--- src/hdl/gcd_pkg.sv ---
`timescale 1ns / 1ps
`default_nettype none

package gcd_pkg;

  localparam int CORDIC_ITERATIONS = 24;
  localparam int SQRT_STEPS        = 31;
  localparam int ROT_LANES         = 5;

  // Lane order of the rotation chain.
  localparam int LANE_DLAT = 0;
  localparam int LANE_DLON = 1;
  localparam int LANE_LATA = 2;
  localparam int LANE_LATB = 3;
  localparam int LANE_MEAN = 4;

  localparam int CW = 34;   // CORDIC datapath width
  localparam int VW = 61;   // square root radicand width (Q60 up to 1.0)
  localparam int RW = 62;   // square root partial root width

  typedef logic signed [CW-1:0] cval_t;
  typedef logic [4:0]           step_t;
  typedef logic [VW-1:0]        sq_val_t;
  typedef logic [RW-1:0]        sq_root_t;
  typedef logic [21:0]          radius_t;
  typedef logic [31:0]          rfrac_t;
  typedef logic [22:0]          dist_t;
  typedef logic [0:0]           reg_index_t;

  localparam reg_index_t REG_RADIUS_LOW  = 1'b0;
  localparam reg_index_t REG_RADIUS_HIGH = 1'b1;

  localparam radius_t RADIUS_LOW_RESET  = 22'd1630976;
  localparam radius_t RADIUS_HIGH_RESET = 22'd1632803;

  localparam cval_t      CORDIC_GAIN = 34'sh026DD3B6A;
  localparam cval_t      ONE_Q30     = 34'sh040000000;
  localparam logic [30:0] PI_Q29     = 31'd1686629713;
  localparam dist_t      DIST_MAX    = 23'd8388607;

  typedef struct packed {
    logic  flip;
    cval_t x;
    cval_t y;
    cval_t z;
  } rot_lane_t;

  typedef struct packed {
    sq_val_t  v;
    sq_root_t r;
  } sq_lane_t;

  typedef struct packed {
    cval_t x;
    cval_t y;
    cval_t z;
  } vec_lane_t;

  // Arctangent of 2^-i in binary-angle units.
  function automatic cval_t atan_at(step_t i);
    logic [31:0] a;
    case (i)
      5'd0:  a = 32'h20000000;
      5'd1:  a = 32'h12E4051E;
      5'd2:  a = 32'h09FB385B;
      5'd3:  a = 32'h051111D4;
      5'd4:  a = 32'h028B0D43;
      5'd5:  a = 32'h0145D7E1;
      5'd6:  a = 32'h00A2F61E;
      5'd7:  a = 32'h00517C55;
      5'd8:  a = 32'h0028BE53;
      5'd9:  a = 32'h00145F2F;
      5'd10: a = 32'h000A2F98;
      5'd11: a = 32'h000517CC;
      5'd12: a = 32'h00028BE6;
      5'd13: a = 32'h000145F3;
      5'd14: a = 32'h0000A2FA;
      5'd15: a = 32'h0000517D;
      5'd16: a = 32'h000028BE;
      5'd17: a = 32'h0000145F;
      5'd18: a = 32'h00000A30;
      5'd19: a = 32'h00000518;
      5'd20: a = 32'h0000028C;
      5'd21: a = 32'h00000146;
      5'd22: a = 32'h000000A3;
      5'd23: a = 32'h00000051;
      5'd24: a = 32'h00000029;
      5'd25: a = 32'h00000014;
      5'd26: a = 32'h0000000A;
      5'd27: a = 32'h00000005;
      5'd28: a = 32'h00000003;
      5'd29: a = 32'h00000001;
      5'd30: a = 32'h00000001;
      default: a = 32'h00000000;
    endcase
    return cval_t'({2'b00, a});
  endfunction

endpackage

`default_nettype wire

--- src/hdl/gcd_sqrt_cell.sv ---
`timescale 1ns / 1ps
`default_nettype none

module gcd_sqrt_cell (
  input  logic                        clk,
  input  logic                        rst,
  input  logic                        en,
  input  gcd_pkg::step_t              step,
  input  logic                        valid_in,
  input  gcd_pkg::sq_lane_t [1:0]     lanes_in,
  input  gcd_pkg::rfrac_t             radius_in,
  output logic                        valid_out,
  output gcd_pkg::sq_lane_t [1:0]     lanes_out,
  output gcd_pkg::rfrac_t             radius_out
);

  localparam int ROOT_TOP = gcd_pkg::RW - 2;

  gcd_pkg::sq_lane_t [1:0] lanes_next;

  // One result bit per cell: the trial bit is 4^(30 - step).
  always_comb begin
    logic [5:0]        shamt;
    gcd_pkg::sq_root_t bitv, trial;
    shamt = 6'(ROOT_TOP) - {step, 1'b0};
    bitv  = gcd_pkg::sq_root_t'(1) << shamt;
    for (int i = 0; i < 2; i++) begin
      trial = lanes_in[i].r + bitv;
      if ({1'b0, lanes_in[i].v} >= trial) begin
        lanes_next[i].v = lanes_in[i].v - trial[gcd_pkg::VW-1:0];
        lanes_next[i].r = (lanes_in[i].r >> 1) + bitv;
      end else begin
        lanes_next[i].v = lanes_in[i].v;
        lanes_next[i].r = lanes_in[i].r >> 1;
      end
    end
  end

  always_ff @(posedge clk) begin
    if (rst) begin
      valid_out <= 1'b0;
    end else if (en) begin
      valid_out <= valid_in;
    end
  end

  always_ff @(posedge clk) begin
    if (en) begin
      lanes_out  <= lanes_next;
      radius_out <= radius_in;
    end
  end

endmodule

`default_nettype wire

--- config.mk ---
export PLATFORM = sky130hd
export DESIGN_NAME = gcd_sqrt_cell
export DESIGN_NICKNAME = d
export VERILOG_FILES = /design/src/hdl/gcd_pkg.sv /design/src/hdl/gcd_sqrt_cell.sv
export SDC_FILE = /design/constraint.sdc
export NUM_CORES = 1
export LEC_CHECK = 0
export BUFFER_PORTS_ARGS = -buffer_cell sky130_fd_sc_hd__buf_2
export CORE_MARGIN = 1
export CORE_UTILIZATION = 25
export DETAILED_ROUTE_END_ITERATION = 8
export HOLD_SLACK_MARGIN = 0.1
export PLACE_DENSITY_LB_ADDON = 0.25
export SLEW_MARGIN = 20
export SYNTH_ARGS = -nofsm -noshare
export SYNTH_HDL_FRONTEND = slang
export SYNTH_SLANG_ARGS = --single-unit
--- constraint.sdc ---
create_clock -name clk -period 17.3 [get_ports clk]
set_clock_uncertainty 0.2 [all_clocks]
set_input_delay 0.865 -clock clk [delete_from_list [all_inputs] [get_ports clk]]
set_output_delay 0.865 -clock clk [all_outputs]
set_load 0.05 [all_outputs]
After elaboration in Yosys (flattened, before gate mapping)
Cells that the tools add are included.

Bits of input ports: 287. Bits in registers: 279. Logic and storage cells: 20.

Shift operators: 1. Multiplexer cells: 2. $lt $le $gt $ge: 2. $add $sub $neg: 7.

Operator list (count): 2-to-1 mux 123 bit (2); adder 61 x 62 -> 62 bit (2); adder 62 bit (2); >= comparator 61 x 62 -> 1 bit (2); subtractor 61 bit (2); << shifter 1 x 6 -> 62 bit (first input constant) (1); subtractor 6 bit (first input constant) (1).

Longest topological paths before layout
Word-level depth: 5. Mapped depth: 34. Depth with buffers taken out: 29.

Worst setup path after synthesis
No wires, ideal clock.

Path type: input-to-reg. Start point: in step[1]. End point: reg lanes_out[168] (netlist bit), data pin. Library setup time: 0.266 ns. Data arrival time: 7.621 ns. Setup slack: 9.213 ns. Stages on the path: 34. Path buffers: 5. Data required time: 16.834 ns. Cells stage by stage: buf_2 -> and2_1 -> ha_1 -> buf_2 -> nand3b_1 -> nor2_1 -> ha_1 -> ha_1 -> nor2_1 -> o31ai_1 -> a21oi_1 -> o21ai_0 -> a21oi_1 -> o41ai_1 -> nand2_1 -> maj3_1 -> o21ai_0 -> nand2_1 -> xor2_1 -> ha_1 -> clkbuf_1 -> nand2_1 -> o21ai_0 -> a21o_1 -> a21oi_1 -> o21ai_0 -> a211o_1 -> or2_2 -> a211oi_1 -> o21ba_2 -> clkbuf_1 -> clkbuf_1 -> nor3_1 -> xor2_1.

RTL lines: from (decl) (RTL line gcd_sqrt_cell.sv:8) `input gcd_pkg::step_t step,`; to (signal assigned) (RTL line gcd_sqrt_cell.sv:49) `lanes_out <= lanes_next;`; to (decl) (RTL line gcd_sqrt_cell.sv:13) `output gcd_pkg::sq_lane_t [1:0] lanes_out,`.

==> summary.md <==
| Metric | Value |
|---|---|
| First-pass GRT wire length | `173,000 um` |
| Kind of end point of the critical path | `flip-flop` |
| Share of post-route cells with drive strength above 1 | `between 20% and 30%` |
| Initial core utilization | `about a quarter` |
| Syn-to-layout area delta | `20.6%` |
| Fillers | `11,800` |
| Worst path buffer plus inverter count | `5` |
| Status | `finished clean` |
| Setup WS post-layout | `approximately 7 ns` |
| Clk buf depth | `3` |
| Largest family of logic cells by synthesized area | `compound AO/OA/AOI/OAI gates` |
| Initial antenna violation count | `50` |
| I/O pin count | `566` |
| Synth unique cells | `92` |
| Primary FF master, synth | `edfxtp_1` |
| Post-synth ARST share | `0%` |
| Final wirelength | `between 100,000 and 150,000 um` |
| Final Hold Vio Count | `0` |
| Compound-Gate Fraction of Synth Area | `between 20% and 30%` |
| Sink Count | `approximately 280` |
| Die area | `between 0.1 and 0.15 mm^2` |
| TNS Setup | `0 ns` |
| Max cap viols | `0` |
| Pre-CTS WS | `~6.2 ns` |
| Post-CTS setup buffers | `0` |
| Combinational share of power | `around two fifths` |
| Pwr Density | `~83 mW/mm^2` |
| Cells after synthesis | `between 3,000 and 4,000` |
| Routed vias | `~27,000` |
| Routability Congestion | `0.959` |
| Gr ovfl total | `0` |
| Synth Area in Simple Gates | `17.5%` |
| Max-slew headroom | `26.0%` |
| Syn nets | `about 3,700` |
| #FFs+latches synth | `279` |
| Mux cell area share after synthesis | `under 10%` |
| Cts bufs inserted | `39` |
| Core footprint | `between 0.1 and 0.15 mm^2` |
| Total track usage | `20.7%` |
| Rows | `~120` |
| Commonest cells after routing, fill and taps aside | `564 x buf_2, 337 x nand2_1, 304 x o21ai_0` |
| Max Fclk | `around 95 MHz` |
| Largest net degree at the start of global routing | `between 100 and 150` |
| Xor/xnor share of the synthesized area | `11.9%` |
| DRC Markers | `0` |
| Initial DRC Count | `around 2,300` |
| Worst-Margin Slew | `1.10 ns` |
| Clock share of power | `between 20 and 30%` |
| Critical Path RT | `17.44 ns` |
| Hold Buf Count CTS | `0` |
| Adder-cell share of the synthesized area | `10.2%` |
| Yosys warns | `0` |
| Clk root buf | `clkbuf_16` |
| Clock slew at reported path FFs | `approximately 0.06 ns` |
| CTS tree | `built` |
| Register area | `between 0.008 and 0.009 mm^2` |
| Chip Width | `around 340 um` |
| Area taken by multi-input logic gates | `roughly 0.019 mm^2` |
| Slew Limit Fails | `0` |
| Syn Area/Cell | `8.57 um^2` |
| Worst-Skew Late Latency | `0.62 ns` |
| Sequential share of power | `31.6%` |
| Die height | `about 340 um` |
| Commonest non-fill, non-tap cell in the layout | `buf_2` |
| Final setup vio count | `0` |
| First-pass DRT Iterations | `5` |
| Crit path kind | `primary input to flip-flop` |
| Dpl hpwl | `around 98,000 um` |
| Post-synth EDFFs | `278` |
| HP Class | `primary input to flip-flop` |
| Maximum vdd ir drop | `approximately 0.067 mV` |
| Vias in the first global route | `about 26,000` |
| Pleak | `~13 nW` |
| Critical-path top delay cell | `buf_4` |
| Delay-heaviest family, CP | `compound AO/OA/AOI/OAI gates` |
| CP Launch Type | `primary input` |
| Port Buffers | `about 570` |
| DR vias/cell | `between 5 and 6` |
| Synthesized area | `between 0.02 and 0.03 mm^2` |
| Post-synthesis sequential area ratio | `a little under a third` |
| Final nets | `approximately 4,200` |
| Internal power | `~1.6 mW` |
| Min cycle time layout | `between 10 and 15 ns` |
| WL/cell | `around 23 um` |
| Net Switching | `about 1.2 mW` |
| Crit path DAT | `roughly 11 ns` |
| CTS H-tree lvls | `2` |
| Worst path max stage delay | `0.77 ns` |
| RSZ-0062 raised after global routing | `false` |
| Final core occ | `30.6%` |
| Antenna-violating nets left | `0` |
| PostCTS Resize Cnt | `0` |
| Worst-path fanout max | `99` |
| Period utilization | `about 61%` |
| Switching share of power | `~41%` |
[per-layer routing]
metal	share of wire (%)	track usage, %	routed length, um	vias to the layer above
met4	3.3	7.91	4080	38
met2	44	31.5	53400	1002
met3	9.2	6.65	11200	190
met1	43	27.0	53100	13000
met5	0.19	0	237	-
li1	-	-	-	13200
[layout make-up]
cell class	count	share of cell area [%]
well taps	1476	5.51
clock buffers	49	3.02
diodes	20	0.149
clock inverters	18	0.694
flip-flops and latches	279	25.0
repair buffers	605	9.40
multi-input cells	2727	55.2
inverters	95	1.06
[worst register-to-register path: stages, from the launching register on]
cell and delay (ns):
dfxtp_1 0.31, mux2i_1 0.12, nor2_1 0.06
[kinds of logic after synthesis]
kind of cell,Yosys count
and+or+nand+nor,1017
AOI/OAI and AO/OA,1014
xor gates and xnor gates,379
DFF,279
buffers and inverters,237
adders and majority gates,228
muxes,89
[cell usage after synthesis, types with 8 or more instances]
cell type,count,area [um^2]
a21oi_1,224,1120
nor2_1,233,875
o21a_1,28,210
a41oi_1,11,96.3
o21ai_0,304,1520
mux2_1,29,327
and3_1,31,194
o21bai_1,43,323
or4_1,9,67.6
xnor2_1,261,2290
o211ai_1,27,203
mux2_2,48,541
mux2i_1,12,120
a31oi_1,89,557
a21boi_0,17,128
a31o_2,33,289
xor2_1,118,1030
maj3_1,14,140
a211o_1,9,78.8
o22ai_1,12,75.1
nor4_1,16,100
o31a_1,9,78.8
nor3_1,70,350
buf_6,8,90.1
edfxtp_1,278,8350
and2_1,27,169
nand4_1,67,419
nand2_1,338,1270
nor2b_1,31,194
ha_1,212,2650
o31ai_1,21,158
o221ai_1,11,96.3
clkbuf_1,89,334
or3_1,21,131
nand3_1,89,445
inv_1,95,357
a21o_1,58,435
buf_2,25,125
buf_1,14,52.6
nand2b_1,28,175
a311oi_1,11,96.3
o41ai_1,12,105
a211oi_1,20,150
[metrics by stage]
stage               cells  power [mW]  instance area (um^2)  hold WS (ns)
finish               5269        2.79                 33500         0.199
global route         5262        2.93                 33500         0.175
global placement     5182        1.98                 32200         0.277
detailed placement   5182        1.98                 32200         0.313
CTS                  5249        2.83                 33500         0.151
floorplan            3243        1.65                 27800         0.533
[state kept, by name, summed over array words and instances, names as in the netlist]
| signal | cells |
|---|---|
| lanes_out | 246 |
| valid_out | 1 |
| radius_out | 32 |
[path summary, 6_finish.rpt]
path	startpoint	endpoint	slack [ns]	cells past startpoint
worst max register to register	valid_out$_SDFFE_PP0P_	valid_out$_SDFFE_PP0P_	16.51	2
worst min register to register	valid_out$_SDFFE_PP0P_	valid_out$_SDFFE_PP0P_	0.31	2
worst min-delay path	rst	valid_out$_SDFFE_PP0P_	0.20	2
worst max-delay path	step[1]	lanes_out[80]$_DFFE_PP_	6.82	31
[power by group through the flow]
stage | Sequential (mW) | Clock (mW) | Combinational (mW)
finish | 0.883 | 0.822 | 1.09
global route | 0.889 | 0.875 | 1.17
CTS | 0.885 | 0.856 | 1.09
detailed placement | 0.897 | 0 | 1.08
global placement | 0.898 | 0 | 1.08
floorplan | 1.17 | 0 | 0.476
Note: power is estimated with default switching activity, not from simulation.
