[src/hdl/gcd_pkg.sv]
`timescale 1ns / 1ps
`default_nettype none

package gcd_pkg;

  localparam int CORDIC_ITERATIONS = 24;
  localparam int SQRT_STEPS        = 31;
  localparam int ROT_LANES         = 5;

  // Lane order of the rotation chain.
  localparam int LANE_DLAT = 0;
  localparam int LANE_DLON = 1;
  localparam int LANE_LATA = 2;
  localparam int LANE_LATB = 3;
  localparam int LANE_MEAN = 4;

  localparam int CW = 34;   // CORDIC datapath width
  localparam int VW = 61;   // square root radicand width (Q60 up to 1.0)
  localparam int RW = 62;   // square root partial root width

  typedef logic signed [CW-1:0] cval_t;
  typedef logic [4:0]           step_t;
  typedef logic [VW-1:0]        sq_val_t;
  typedef logic [RW-1:0]        sq_root_t;
  typedef logic [21:0]          radius_t;
  typedef logic [31:0]          rfrac_t;
  typedef logic [22:0]          dist_t;
  typedef logic [0:0]           reg_index_t;

  localparam reg_index_t REG_RADIUS_LOW  = 1'b0;
  localparam reg_index_t REG_RADIUS_HIGH = 1'b1;

  localparam radius_t RADIUS_LOW_RESET  = 22'd1630976;
  localparam radius_t RADIUS_HIGH_RESET = 22'd1632803;

  localparam cval_t      CORDIC_GAIN = 34'sh026DD3B6A;
  localparam cval_t      ONE_Q30     = 34'sh040000000;
  localparam logic [30:0] PI_Q29     = 31'd1686629713;
  localparam dist_t      DIST_MAX    = 23'd8388607;

  typedef struct packed {
    logic  flip;
    cval_t x;
    cval_t y;
    cval_t z;
  } rot_lane_t;

  typedef struct packed {
    sq_val_t  v;
    sq_root_t r;
  } sq_lane_t;

  typedef struct packed {
    cval_t x;
    cval_t y;
    cval_t z;
  } vec_lane_t;

  // Arctangent of 2^-i in binary-angle units.
  function automatic cval_t atan_at(step_t i);
    logic [31:0] a;
    case (i)
      5'd0:  a = 32'h20000000;
      5'd1:  a = 32'h12E4051E;
      5'd2:  a = 32'h09FB385B;
      5'd3:  a = 32'h051111D4;
      5'd4:  a = 32'h028B0D43;
      5'd5:  a = 32'h0145D7E1;
      5'd6:  a = 32'h00A2F61E;
      5'd7:  a = 32'h00517C55;
      5'd8:  a = 32'h0028BE53;
      5'd9:  a = 32'h00145F2F;
      5'd10: a = 32'h000A2F98;
      5'd11: a = 32'h000517CC;
      5'd12: a = 32'h00028BE6;
      5'd13: a = 32'h000145F3;
      5'd14: a = 32'h0000A2FA;
      5'd15: a = 32'h0000517D;
      5'd16: a = 32'h000028BE;
      5'd17: a = 32'h0000145F;
      5'd18: a = 32'h00000A30;
      5'd19: a = 32'h00000518;
      5'd20: a = 32'h0000028C;
      5'd21: a = 32'h00000146;
      5'd22: a = 32'h000000A3;
      5'd23: a = 32'h00000051;
      5'd24: a = 32'h00000029;
      5'd25: a = 32'h00000014;
      5'd26: a = 32'h0000000A;
      5'd27: a = 32'h00000005;
      5'd28: a = 32'h00000003;
      5'd29: a = 32'h00000001;
      5'd30: a = 32'h00000001;
      default: a = 32'h00000000;
    endcase
    return cval_t'({2'b00, a});
  endfunction

endpackage

`default_nettype wire

[src/hdl/gcd_rot_cell.sv]
`timescale 1ns / 1ps
`default_nettype none

module gcd_rot_cell (
  input  logic                                            clk,
  input  logic                                            rst,
  input  logic                                            en,
  input  gcd_pkg::step_t                                  step,
  input  logic                                            valid_in,
  input  gcd_pkg::rot_lane_t [gcd_pkg::ROT_LANES-1:0]     lanes_in,
  output logic                                            valid_out,
  output gcd_pkg::rot_lane_t [gcd_pkg::ROT_LANES-1:0]     lanes_out
);

  gcd_pkg::rot_lane_t [gcd_pkg::ROT_LANES-1:0] lanes_next;

  always_comb begin
    gcd_pkg::cval_t x, y, z, dx, dy, at;
    at = gcd_pkg::atan_at(step);
    for (int i = 0; i < gcd_pkg::ROT_LANES; i++) begin
      x  = lanes_in[i].x;
      y  = lanes_in[i].y;
      z  = lanes_in[i].z;
      dx = y >>> step;
      dy = x >>> step;
      lanes_next[i].flip = lanes_in[i].flip;
      if (!z[gcd_pkg::CW-1]) begin
        lanes_next[i].x = x - dx;
        lanes_next[i].y = y + dy;
        lanes_next[i].z = z - at;
      end else begin
        lanes_next[i].x = x + dx;
        lanes_next[i].y = y - dy;
        lanes_next[i].z = z + at;
      end
    end
  end

  always_ff @(posedge clk) begin
    if (rst) begin
      valid_out <= 1'b0;
    end else if (en) begin
      valid_out <= valid_in;
    end
  end

  always_ff @(posedge clk) begin
    if (en) begin
      lanes_out <= lanes_next;
    end
  end

endmodule

`default_nettype wire

[config.mk]
export PLATFORM = sky130hd
export DESIGN_NAME = gcd_rot_cell
export DESIGN_NICKNAME = d
export VERILOG_FILES = /design/src/hdl/gcd_pkg.sv /design/src/hdl/gcd_rot_cell.sv
export SDC_FILE = /design/constraint.sdc
export NUM_CORES = 2
export LEC_CHECK = 0
export ABC_AREA = 1
export BUFFER_PORTS_ARGS = -buffer_cell sky130_fd_sc_hd__buf_4
export CAP_MARGIN = 5
export CORE_ASPECT_RATIO = 1.4
export CORE_MARGIN = 5
export CORE_UTILIZATION = 38
export CTS_BUF_LIST = sky130_fd_sc_hd__clkbuf_8
export CTS_CLUSTER_DIAMETER = 200
export DETAILED_ROUTE_END_ITERATION = 16
export PLACE_DENSITY = 0.56
export SYNTH_ARGS = -nofsm -noshare
export SYNTH_HDL_FRONTEND = slang
export SYNTH_SLANG_ARGS = --single-unit
[constraint.sdc]
create_clock -name clk -period 5.1 [get_ports clk]
set_input_delay 0.255 -clock clk [delete_from_list [all_inputs] [get_ports clk]]
set_output_delay 0.255 -clock clk [all_outputs]
set_load 0.01 [all_outputs]
### After elaboration in Yosys (flattened, before gate mapping)

Memories as Yosys holds them, arrays and structs flattened.
Index checks and enable logic that the tools add are counted.

* ROM bits: 960
* register bits: 516
* word-level logic and storage cells: 67
* bits of input ports: 524
* output and inout bits: 516
* memories: 1

Memories
* (no name shown): depth 32, bits a word 30, read ports 1, clocked after Yosys merged registers in 0, wr ports 0, line gcd_pkg.sv:62 `case (i)`

* muxes and demuxes: 5
* add/subtract/negate cells: 30
* shifts and indexed selects: 10

Operators by type and width (count)
* 102-bit 2-to-1 mux: 5
* 34-bit adder: 10
* 34-bit by 5-bit >>> shifter with 34-bit output: 10
* 34-bit subtractor: 10
* 34-bit by 33-bit adder with 34-bit output: 5
* 34-bit by 33-bit subtractor with 34-bit output: 5

### Longest topological paths before layout

* depth after elaboration: 3
* gate-level depth with buffers: 38
* mapped depth without buffers: 35

### Worst setup path before layout

Ideal clock, no wire load.

* kind: input to register
* start point: input step[1]
* end point: register lanes_out[342] (netlist bit) (data pin)
* slack: 414 ps
* library setup time: 253 ps
* required time: 4847 ps
* buffers on the path: 3
* stages: 34
* arrival time: 4433 ps
* cells stage by stage: buf_6 inv_4 buf_4 buf_2 ha_1 nor2_1 nor2_1 o21ai_0 o21ai_1 o21ai_2 ha_1 inv_1 nor2_1 nand2_1 nor2_1 nand3_1 nor2_2 inv_1 nand2_1 o21ai_0 ha_1 nand2_1 nor2_1 inv_1 o21ai_0 nand2_1 o211ai_1 nand2_1 nand2_1 a21boi_0 o21ai_0 nand2_1 inv_1 nor2_1

RTL lines
* start: declaration: line gcd_rot_cell.sv:8 `input gcd_pkg::step_t step,`
* end signal: assignment: line gcd_rot_cell.sv:49 `lanes_out <= lanes_next;`
* end: declaration: line gcd_rot_cell.sv:12 `output gcd_pkg::rot_lane_t [gcd_pkg::ROT_LANES-1:0] lanes_out`

==> run summary <==
Effective utilization at floorplan - 0.382
Setup crit start kind - input port
Via density - 5.43
Total Routing Usage GR - 0.383
Predominant post-synthesis flop cell - sky130_fd_sc_hd__edfxtp_1
Full die area - 200000 µm²
CTS Sinks - 516
Peak ir drop on the vdd network - 259 µV
Area after DPL - 99000 µm²
Fraction of the yosys area taken by sequential cells - 0.214
Arrival time worst endpoint - 5370 ps
Required @ worst endpoint - 5680 ps
Total clock buffers created by CTS - 89
Longest Clk Path Bufs - 3
Total number of yosys warnings - 0
Synth Net Count - 12.8k
Post-synth top area cell - sky130_fd_sc_hd__edfxtp_1
Count of max-cap constraint violations - 0
Clock tree from TritonCTS - built
Buffers on Ports - 1039
Commonest cells in the netlist - sky130_fd_sc_hd__nand2_1, sky130_fd_sc_hd__nand3_1, sky130_fd_sc_hd__inv_1
Clock Skews - 0 ps
Transition at the pin with the smallest max-transition slack - 1030 ps
Fraction of post-synthesis cell area in the top cell type by area - 0.213
Hold Fails Final Rpt - 0
Number of cells produced by synthesis - 11.7k
Dpl ws - -308 ps
Synth top area cells - sky130_fd_sc_hd__edfxtp_1, sky130_fd_sc_hd__nand2_1, sky130_fd_sc_hd__nand3_1
# DRC - 0
I/O pin total - 1040
Largest net degree at the start of global routing - 110
Fin worst setup slack - 303 ps
Final Cycle Share - 0.941
Sum of overflow across all layers after global routing - 0
Final layout net count - 15.9k
Detailed Routing Iterations Pass 1 - 8
Final number of setup-violating endpoints - 0
Post-detailed-route count of antenna-violating nets - 0
Proportion of layout cells with a drive suffix above 1 - 0.237
Number of antenna violations at the first check in global routing - 39
Storage cell area - 15500 µm²
Crit Path Class - input port to flop
Most common cell in the synthesized netlist - sky130_fd_sc_hd__nand2_1
Dpl hpwl - 341000 µm
Synthesized flop and latch total - 516
Setup repair after global routing missed its margin - no
Maximum net fanout on the critical path - 9
Wire length after detailed routing - 402000 µm
Max Fclk - 0.208 GHz
Worst hold-check path type - input port to flop
Final GP Congestion - 1.06
Power Density - 294 nW/µm²
Mapped cell area - 72500 µm²
Avg WL per Cell - 23.1 µm
Area of the core - 190000 µm²
Category of the worst setup path capture point - flop
Worst Reg2Reg Path Length in Cells - 3
Height of the die - 527 µm
Proportion of register bits with asynchronous set or reset after synthesis - 0
Setup TNS Final - 0 ps
# rows - 189
Sum of internal, switching and leakage power - 30.0 mW
H-tree levels - 3
Buffer type at the clock tree root - sky130_fd_sc_hd__clkbuf_8
Status - finished clean
X dimension of the die - 379 µm
Area of all placed cells without fillers - 102000 µm²
Skew-Pair Late Insertion Delay - 800 ps
Clock slew at the register clock pins of the worst setup and hold paths - 80 ps
Post-synth EDFFs - 515
Number of fill cells - 19.2k
Wire length of the first global-routing pass - 575000 µm
Hold path cells - 3
Minimum clock period after layout - 4800 ps
Detailed Route Iter0 Violations - 7731
Multi-input gate area - 50600 µm²
Slew headroom - 0.306
Layout-stage area growth over the synthesis result - 40.9%
Final slew viol count - 0
Number of vias in the routed layout - 94.6k
Via count of the first global-routing pass - 93.3k
Post-route worst hold slack - 70.7 ps
Number of different library cells in the post-synthesis netlist - 57
LEAKAGE - 53.3 nW
Average footprint of a synthesized cell - 6.18 µm²
## critical path, stage by stage
cell                            delay, ps
sky130_fd_sc_hd__buf_8                120
sky130_fd_sc_hd__buf_4                140
sky130_fd_sc_hd__buf_4                170
sky130_fd_sc_hd__buf_4                190
sky130_fd_sc_hd__ha_1                 230
sky130_fd_sc_hd__nand2_1              130
sky130_fd_sc_hd__buf_4                150
sky130_fd_sc_hd__nand2_1               50
sky130_fd_sc_hd__o22ai_1              120
sky130_fd_sc_hd__nand2_1               60
sky130_fd_sc_hd__o21ai_1              410
sky130_fd_sc_hd__nor2_4                80
sky130_fd_sc_hd__buf_4                190
sky130_fd_sc_hd__or2_2                300
sky130_fd_sc_hd__buf_4                150
sky130_fd_sc_hd__o21ai_0              420
sky130_fd_sc_hd__ha_1                 360
sky130_fd_sc_hd__a21oi_1              140
sky130_fd_sc_hd__inv_1                 90
sky130_fd_sc_hd__a31oi_2              190
sky130_fd_sc_hd__o21ai_1              130
sky130_fd_sc_hd__a211oi_1             200
sky130_fd_sc_hd__o21ai_0              200
sky130_fd_sc_hd__nand2_1              100
sky130_fd_sc_hd__nand3_1               80
sky130_fd_sc_hd__xor2_1               140
sky130_fd_sc_hd__dlygate4sd3_1        550
## metal layers
layer,track usage,wire [µm]
met2,0.666,191000
met1,0.377,134000
met4,0.370,47800
met5,0,263
met3,0.0728,28600
## power breakdown
part           switching (mW)  internal [mW]  leakage [nW]
Combinational            10.5           8.32          47.3
Clock                    2.04           2.30          1.02
Sequential              0.532           6.33          5.05
## path summary, 6_finish.rpt
| kind | to | slack [ps] | startpoint |
|---|---|---|---|
| max reg2reg | valid_out | 3960 | valid_out |
| max | lanes_out[32] | 300 | step[0] |
| min reg2reg | valid_out | 1060 | valid_out |
| min | lanes_out[237] | 70 | lanes_in[237] |
## cells by family (layout without fill, tap and decap cells)
group,count (synthesis),count (layout),synth area share
muxes,1,1,0.000138
adders and majority gates,528,528,0.0927
other,0,27,0
buffers and inverters,1570,4735,0.0890
xor gates and xnor gates,715,715,0.0864
DFF,516,516,0.214
and+or+nand+nor,6759,6759,0.391
AOI/OAI and AO/OA,1647,1647,0.127
## area by class of cell
type / instances / share of cell area
antenna: 27 / 0.000661
tap: 2483 / 0.0304
inverter: 1153 / 0.0428
clock buffer: 90 / 0.0121
multi-input combinational: 9650 / 0.495
clock inverter: 76 / 0.00699
timing repair buffer: 3416 / 0.260
sequential: 516 / 0.152
## registers in the layout (all words and copies together), names as in the netlist
signal     cells
lanes_out    515
valid_out      1
## per-stage QoR
step | std cells | util
after detailed placement | 17100 | 0.522
after global routing | 17400 | 0.539
after floorplan | 11700 | -
after CTS | 17400 | 0.538
final | 17400 | 0.539
after global placement | 17100 | 0.522
## repair_timing
| item | 4_1_cts | 5_1_grt |
|---|---|---|
| resized for setup | 0 | 11 |
| setup buffers | 0 | 2 |
| endpoints found under the setup margin | 0 | 3 |
| hold buffers | 111 | 0 |
| endpoints found under the hold margin | 128 | 0 |
## cells in the final DEF, fill, tap and decap left out, types with 25 or more instances in the layout
master,count
sky130_fd_sc_hd__xnor2_1,248
sky130_fd_sc_hd__a21boi_0,44
sky130_fd_sc_hd__nor2_1,860
sky130_fd_sc_hd__a31oi_1,139
sky130_fd_sc_hd__edfxtp_1,515
sky130_fd_sc_hd__ha_1,510
sky130_fd_sc_hd__nand3_1,1843
sky130_fd_sc_hd__diode_2,27
sky130_fd_sc_hd__clkbuf_8,90
sky130_fd_sc_hd__a21oi_1,646
sky130_fd_sc_hd__nand2_1,3808
sky130_fd_sc_hd__nand4_1,90
sky130_fd_sc_hd__a21o_1,46
sky130_fd_sc_hd__buf_12,51
sky130_fd_sc_hd__buf_4,3248
sky130_fd_sc_hd__nor3_1,45
sky130_fd_sc_hd__xor2_1,467
sky130_fd_sc_hd__nand3b_1,26
sky130_fd_sc_hd__o21ai_1,49
sky130_fd_sc_hd__o21a_1,68
sky130_fd_sc_hd__clkinv_1,25
sky130_fd_sc_hd__inv_1,1141
sky130_fd_sc_hd__o21ai_0,525
sky130_fd_sc_hd__dlygate4sd3_1,111
No activity file was read; power rests on OpenSTA's default activity.
